**config.mk**
```make
export PLATFORM = sky130hd
export DESIGN_NAME = hrs_iter
export DESIGN_NICKNAME = d
export VERILOG_FILES = /design/src/rtl/hrs_pkg.sv /design/src/rtl/hrs_iter.sv
export SDC_FILE = /design/constraint.sdc
export NUM_CORES = 2
export LEC_CHECK = 0
export BUFFER_PORTS_ARGS = -buffer_cell sky130_fd_sc_hd__buf_2
export CAP_MARGIN = 20
export CORE_MARGIN = 8
export CORE_UTILIZATION = 40
export DETAILED_ROUTE_END_ITERATION = 10
export PLACE_DENSITY = 0.67
export SLEW_MARGIN = 20
export SYNTH_ARGS = -nofsm -noshare
export SYNTH_HDL_FRONTEND = slang
export SYNTH_SLANG_ARGS = --single-unit
```
**constraint.sdc**
```tcl
create_clock -name clk -period 22.1 [get_ports clk]
set_clock_uncertainty 0.15 [all_clocks]
set_input_delay 5.525 -clock clk [delete_from_list [all_inputs] [get_ports clk]]
set_output_delay 5.525 -clock clk [all_outputs]
set_load 0.1 [all_outputs]
```
**src/rtl/hrs_pkg.sv**
```systemverilog
// ----------------------------------------------------------------------------
// hrs_pkg: shared types and constants
// Payload structs, fixed-point limits and operation codes of the R/S
// Hurst window estimator.
// ----------------------------------------------------------------------------
package hrs_pkg;

  typedef struct packed {
    logic               req_type;
    logic signed [23:0] sample;
  } hrs_in_t;

  typedef struct packed {
    logic [15:0] hurst;
    logic [26:0] range_ratio;
    logic [10:0] fill_count;
    logic        trending;
    logic        updated;
    logic        regime_change;
    logic [15:0] previous_hurst;
    logic [31:0] change_total;
  } hrs_out_t;

  // Request types
  localparam logic REQ_SAMPLE = 1'b0;
  localparam logic REQ_CLEAR  = 1'b1;

  // Register indexes
  localparam logic [1:0] REG_WINDOW_LENGTH = 2'd0;
  localparam logic [1:0] REG_MIN_FILL      = 2'd1;
  localparam logic [1:0] REG_NOTIFY_ENABLE = 2'd2;

  localparam int          ADDR_BITS  = 10;
  localparam logic [10:0] WIN_MAX    = 11'd1024;
  localparam logic [15:0] HALF_Q16   = 16'd32768;
  localparam logic [15:0] HURST_LOW  = 16'd655;
  localparam logic [15:0] HURST_HIGH = 16'd64880;
  localparam logic [26:0] RATIO_MAX  = 27'h7FF_FFFF;

  // Shared unit operations
  localparam logic [1:0] OP_MUL  = 2'd0;
  localparam logic [1:0] OP_SQRT = 2'd1;
  localparam logic [1:0] OP_DIV  = 2'd2;
  localparam logic [1:0] OP_HLOG = 2'd3;

  typedef struct packed {
    logic       start;
    logic [1:0] op;
  } it_req_t;

  typedef struct packed {
    logic done;
    logic ovf;
  } it_rsp_t;

endpackage

```
**src/rtl/hrs_iter.sv**
```systemverilog
// ----------------------------------------------------------------------------
// hrs_iter: shared iterative arithmetic unit
// Serial multiply, digit-by-digit square root and restoring division at one
// step per cycle, and the repeated-squaring log2, each step a squaring then a bit.
// ----------------------------------------------------------------------------
module hrs_iter (
  input  logic            clk,
  input  logic            rst_n,
  input  hrs_pkg::it_req_t req,
  input  logic [67:0]     opa,
  input  logic [33:0]     opb,
  output hrs_pkg::it_rsp_t rsp,
  output logic [67:0]     res
);

  logic        busy_r, busy_nxt;
  logic        done_r, done_nxt;
  logic [1:0]  op_r, op_nxt;
  logic [5:0]  cnt_r, cnt_nxt;
  logic        phase_r, phase_nxt;
  logic [67:0] a_r, a_nxt;
  logic [33:0] b_r, b_nxt;
  logic [67:0] acc_r, acc_nxt;
  logic [31:0] q_r, q_nxt;
  logic        ovf_r, ovf_nxt;

  logic [36:0] sq_rem;
  logic [36:0] sq_trial;
  logic [34:0] dv_rem;
  logic [31:0] lg_m;
  logic [63:0] lg_sq;
  logic        last;

  always_comb begin
    busy_nxt  = busy_r;
    done_nxt  = 1'b0;
    op_nxt    = op_r;
    cnt_nxt   = cnt_r;
    phase_nxt = phase_r;
    a_nxt     = a_r;
    b_nxt     = b_r;
    acc_nxt   = acc_r;
    q_nxt     = q_r;
    ovf_nxt   = ovf_r;
    sq_rem    = {acc_r[34:0], a_r[67:66]};
    sq_trial  = {1'b0, b_r, 2'b01};
    dv_rem    = {acc_r[33:0], a_r[63]};
    lg_m      = acc_r[61:30];
    lg_sq     = a_r[31:0] * a_r[31:0];
    last      = (cnt_r == 6'd0);

    if (req.start) begin
      busy_nxt  = 1'b1;
      op_nxt    = req.op;
      phase_nxt = 1'b0;
      a_nxt     = opa;
      b_nxt     = (req.op == hrs_pkg::OP_SQRT) ? 34'd0 : opb;
      acc_nxt   = '0;
      q_nxt     = '0;
      ovf_nxt   = 1'b0;
      unique case (req.op)
        hrs_pkg::OP_MUL:  cnt_nxt = 6'd33;
        hrs_pkg::OP_SQRT: cnt_nxt = 6'd33;
        hrs_pkg::OP_DIV:  cnt_nxt = 6'd63;
        hrs_pkg::OP_HLOG: cnt_nxt = 6'd15;
        default:          cnt_nxt = 6'd0;
      endcase
    end else if (busy_r) begin
      unique case (op_r)
        hrs_pkg::OP_MUL: begin
          acc_nxt = {acc_r[66:0], 1'b0} + (b_r[33] ? a_r : 68'd0);
          b_nxt   = {b_r[32:0], 1'b0};
        end
        hrs_pkg::OP_SQRT: begin
          a_nxt = {a_r[65:0], 2'b00};
          if (sq_rem >= sq_trial) begin
            acc_nxt = {31'd0, sq_rem - sq_trial};
            b_nxt   = {b_r[32:0], 1'b1};
          end else begin
            acc_nxt = {31'd0, sq_rem};
            b_nxt   = {b_r[32:0], 1'b0};
          end
        end
        hrs_pkg::OP_DIV: begin
          a_nxt   = {a_r[66:0], 1'b0};
          ovf_nxt = ovf_r | q_r[31];
          if (dv_rem >= {1'b0, b_r}) begin
            acc_nxt = {33'd0, dv_rem - {1'b0, b_r}};
            q_nxt   = {q_r[30:0], 1'b1};
          end else begin
            acc_nxt = {33'd0, dv_rem};
            q_nxt   = {q_r[30:0], 1'b0};
          end
        end
        hrs_pkg::OP_HLOG: begin
          if (!phase_r) begin
            acc_nxt = {4'd0, lg_sq};
          end else if (lg_m[31]) begin
            a_nxt = {37'd0, lg_m[31:1]};
            q_nxt = {q_r[30:0], 1'b1};
          end else begin
            a_nxt = {36'd0, lg_m};
            q_nxt = {q_r[30:0], 1'b0};
          end
          phase_nxt = ~phase_r;
        end
        default: ;
      endcase
      // each log2 step has a squaring phase and then a bit phase; the count moves on the bit phase
      if (op_r != hrs_pkg::OP_HLOG || phase_r) begin
        if (last) begin
          busy_nxt = 1'b0;
          done_nxt = 1'b1;
        end else begin
          cnt_nxt = cnt_r - 6'd1;
        end
      end
    end
  end

  always_ff @(posedge clk) begin
    if (!rst_n) begin
      busy_r <= 1'b0;
      done_r <= 1'b0;
    end else begin
      busy_r <= busy_nxt;
      done_r <= done_nxt;
    end
    op_r    <= op_nxt;
    cnt_r   <= cnt_nxt;
    phase_r <= phase_nxt;
    a_r     <= a_nxt;
    b_r     <= b_nxt;
    acc_r   <= acc_nxt;
    q_r     <= q_nxt;
    ovf_r   <= ovf_nxt;
  end

  always_comb begin
    unique case (op_r)
      hrs_pkg::OP_MUL:  res = acc_r;
      hrs_pkg::OP_SQRT: res = {34'd0, b_r};
      hrs_pkg::OP_DIV:  res = {36'd0, q_r};
      hrs_pkg::OP_HLOG: res = {52'd0, q_r[15:0]};
      default:          res = '0;
    endcase
  end

  assign rsp.done = done_r;
  assign rsp.ovf  = ovf_r;

endmodule

```
# Word-level counts from Yosys, hierarchy flattened
# Cells that the tools add are included.
# totals
reg_bits	214
input_bits	107
out_inout_bits	70
wordCells	81
# classes
addsub	4
n_mul	1
order_cmp	2
n_eq_ne	11
mux	30
bitwise	5
reduce_logical	18
# ops
op	count
$pmux W68 S4	2
$mux W68	5
$pmux W68 S3	1
$mux W34	3
$add A68 B68 Y68	1
$pmux W34 S2	1
$mul A32 B32 Y64	1
$pmux W32 S2	1
$ge A37 B36 Y1	1
$mux W37	1
$sub A37 B36 Y37	1
$ge A35 B34 Y1	1
$mux W35	1
$sub A35 B34 Y35	1
$mux W32	1
$mux W31	1
$mux W6	4
$pmux W6 S3	1
$reduce_and A3 Y1	3
$eq A2 B2 Y1 const B	4
$mux W1	8
$ne A2 B2 Y1 const B	4
$reduce_and A2 Y1	4
$logic_not A6 Y1	1
12 further kinds	19

# Longest topological paths before layout
# depth
depth_word	5
depth_mapped	31
depth_no_buf	28

# Least setup slack after synthesis
# OpenSTA, ideal clock, no wires.
# synth_path
kind	flip-flop to output port
from	register op_r[0]
to	output port res[16]
t_arrival_ps	3899
required_ps	16425
slack_ps	12526
stages_incl_launch_ff	9
n_path_buf	4
path_cell_list	edfxtp_1 > inv_1 > ha_1 > clkbuf_1 > clkbuf_1 > buf_1 > buf_1 > a22oi_1 > o21ai_0
# synth_via
elab_chain_len	2
word_cells_on_any_way	5
# synth_rtl
item	line	source
start, declared	hrs_iter.sv:18	logic [1:0] op_r, op_nxt;
start signal, assigned	hrs_iter.sv:129	op_r <= op_nxt;
$eq A2 B2 Y1 (tied with other cells)	hrs_iter.sv:140	unique case (op_r)
$pmux W68 S4 *	hrs_iter.sv:140	
end, declared	hrs_iter.sv:13	output logic [67:0] res
# Mark *: on every way between the ends. The rest lies on a longest branch, timed or not.

# Worst setup path in the final report
# layout_path
from	register op_r[1]
to	output port res[1]
# The elaborated chain is that of the path after synthesis.

==> flow_summary.ini <==
[die]
rows = 129
dieArea_um2 = 135000
coreArea_um2 = 123000
die_h_um = 368
ios = 177
start_util_pct = 40.1
die_w_um = 368

[synth]
synth_area_leaders = fa_1 32%, ha_1 11%, inv_1 8.0%
netlist-cell-type-count = 95
synth-edff-count = 110
yosysWarnings = 0
synth.top_cells.by_count = 1052 x inv_1, 794 x fa_1, 634 x nand2_1
synth_area_per_cell_um2 = 8.55
netlist_area_um2 = 49500
syn_inst = 5789
synth.most_common_cell = inv_1
synth_top_cell_area_share_pct = 32.1
ys_async_sr_fraction_pct = 0
synth_seq_cells = 214
syn_nets = 7128
yosysTopAreaCell = fa_1
synth-seq-area-share_pct = 10.9
synthFlopType = edfxtp_1

[critical_path]
startpoint = op_r[1]$_DFFE_PP_
crit_slowest_cell = nand2_1
regToRegSetupSlack_ps = 12940
cp.arrival_ps = 3730
reg2reg_from = a_r[16]$_DFFE_PP_
max_stage_delay_ps = 790
startpoint_type = flop
cp.required_ps = 16430
cp_num_buf_inv = 3
worst_path_dominant_cell_family = buffers and inverters
cp.depth = 7
r2r_cells = 25
cp_cell_sequence = ha_2 -> clkinv_1 -> buf_4 -> nand2_1 -> a221oi_1 -> a21oi_1 -> buf_2
r2r-end = acc_r[61]$_SDFFE_PP0P_
worstPathMaxFanout = 60
worstSetupPathType = flop to output pin
crit_end = res[1]
end_kind = output pin

[timing]
tns_ps = 0
maxSlewViolCount = 0
period_share_pct = 42.6
max_freq_mhz = 106
maxSlewHeadroom_pct = 27.2
rsz0062_at_grt = no
tightest_slew_ps = 1090
finalHoldViolCount = 0
hold_slack_ps = 309
layout_min_cycle_time_ps = 9400
finalSetupViolCount = 0

[detailed_routing]
postRouteAntennaNets = 0
wl_per_cell_um = 21.7
via_count = 41100
route.detailed.drc = 0
dr.first_iter.drc_count = 3709
finalWirelength_um = 161000
vias_per_cell = 5.56
first_pass_iters = 6

[clock_network]
ctsRootBufferMaster = clkbuf_16
cts_tree = done
clkTransAtPathRegs_ps = 70
postCtsSetupRepairBufs = 0
clock-sinks = 214
insertion_delay_ps = 590
cts_buffer_depth = 3
numCtsBuffers = 25
h-tree-depth = 1
post_cts_resized = 0
hold_buffers = 0

[grt]
grt_usage_pct = 23.3
grt-ovfl-total = 0
grt_pass1_wl_um = 252000
grt_pass1_vias = 43100
antenna_found_initial = 7
grt_max_degree = 114

[run]
cap_violations = 0

[final_layout]
fillers = 12300
drive_above_1_share_pct = 6.81
syn_to_final_growth_pct = 6.17
num-nets-final = 7076

[placed_design]
portBuffers = 176
globalplace.congestion = 0.947
hpwl_um = 127000

[hold_path]
whs_path_depth = 2
hp-class = flop to flop

[status]
run_status = completed
how the worst min path moves through the flow:
stage / startpoint / end / slack (ps)
4_1_cts: acc_r[67]$_SDFFE_PP0P_ / acc_r[67]$_SDFFE_PP0P_ / 310
6_report: acc_r[67]$_SDFFE_PP0P_ / acc_r[67]$_SDFFE_PP0P_ / 310
3_3_place_gp: acc_r[67]$_SDFFE_PP0P_ / acc_r[67]$_SDFFE_PP0P_ / 280
2_1_floorplan: acc_r[67]$_SDFFE_PP0P_ / acc_r[67]$_SDFFE_PP0P_ / 270
5_1_grt: q_r[15]$_SDFFE_PP0P_ / q_r[16]$_SDFFE_PP0P_ / 340
3_5_place_dp: acc_r[67]$_SDFFE_PP0P_ / acc_r[67]$_SDFFE_PP0P_ / 300
layer usage:
| metal | vias to the layer above | track usage, % | wire, um |
|---|---|---|---|
| met5 | - | 0 | 27 |
| met4 | 4 | 6.78 | 5470 |
| met3 | 317 | 4.29 | 13900 |
| met2 | 1713 | 38.0 | 73800 |
| met1 | 20400 | 31.7 | 67400 |
| li1 | 18700 | - | - |
final cells by class:
cell class              count  area (um^2)  area share (%)
clock inverters            18          188           0.357
diodes                      4         10.0          0.0191
inverters                1056         3960            7.54
multi-input cells        4202        39000            74.1
clock buffers              28          637            1.21
well taps                1637         2050            3.90
flip-flops and latches    214         5390            10.3
repair buffers            238         1350            2.57
cells by family (layout without fill, tap and decap cells):
kind of cell,Yosys count,count (layout),synth area share [%]
xor gates and xnor gates,231,231,4.09
other,0,4,0
adders and majority gates,1232,1232,43.2
muxes,74,74,1.60
buffers and inverters,1373,1340,10.5
AOI/OAI and AO/OA,1176,1176,15.3
DFF,214,214,10.9
and+or+nand+nor,1489,1489,14.4
worst reg2reg max path, stage by stage (launching register included):
cell and delay (ps):
edfxtp_1 320, buf_4 440, clkinv_1 610, nor2_1 410
fa_1 500, fa_1 410, inv_1 180, fa_1 560
fa_1 550, inv_1 60, fa_1 580, fa_1 440
fa_1 510, fa_1 420, ha_1 380, a21oi_1 270
o21ai_0 170, o21bai_1 200, nor4bb_1 270, a21oi_1 200
a21oi_1 400, a21oi_1 230, a21boi_0 240, xor2_1 220
a2bb2oi_1 190, o21ai_0 100
state kept, by name, summed over array words and instances, names as in the netlist:
register / cells
cnt_r: 6
b_r: 34
q_r: 32
done_r: 1
a_r: 68
op_r: 2
acc_r: 68
ovf_r: 1
busy_r: 1
phase_r: 1
through the flow:
step | std cells | instance area, um^2 | setup slack, ps | utilization (%)
2_1_floorplan | 5789 | 49500 | 12530 | -
3_3_place_gp | 7347 | 51700 | 13190 | 41.9
3_5_place_dp | 7347 | 51700 | 13010 | 41.9
4_1_cts | 7393 | 52500 | 12760 | 42.6
5_1_grt | 7393 | 52500 | 12580 | 42.6
6_report | 7397 | 52500 | 12700 | 42.6
layout by cell type (no fill, tap or decap), types with 20 or more instances in the layout:
master / netlist / final
buf_2: 11 / 175
edfxtp_1: 110 / 110
nand2_1: 634 / 633
dfxtp_1: 104 / 103
a21o_1: 105 / 105
xnor2_1: 126 / 126
o21bai_1: 35 / 35
nor3_1: 48 / 48
a221oi_1: 44 / 44
and3_1: 59 / 59
o21a_1: 25 / 25
xor2_1: 105 / 105
a22oi_1: 67 / 67
buf_4: 7 / 62
inv_1: 1052 / 1051
nand4_1: 45 / 45
clkbuf_16: 0 / 25
a21oi_1: 334 / 333
o22ai_1: 27 / 26
and2_1: 324 / 322
mux2i_1: 35 / 35
a31oi_1: 48 / 48
a211oi_1: 32 / 32
nor2_1: 215 / 213
o221ai_1: 20 / 20
nand2b_1: 23 / 23
ha_1: 438 / 434
o21ai_0: 282 / 282
nor2b_1: 22 / 22
mux2_2: 39 / 39
nand3_1: 59 / 59
fa_1: 794 / 794
Power is not shown: default switching activity piles up to over one toggle a cycle in this logic, so the estimate is an artifact.
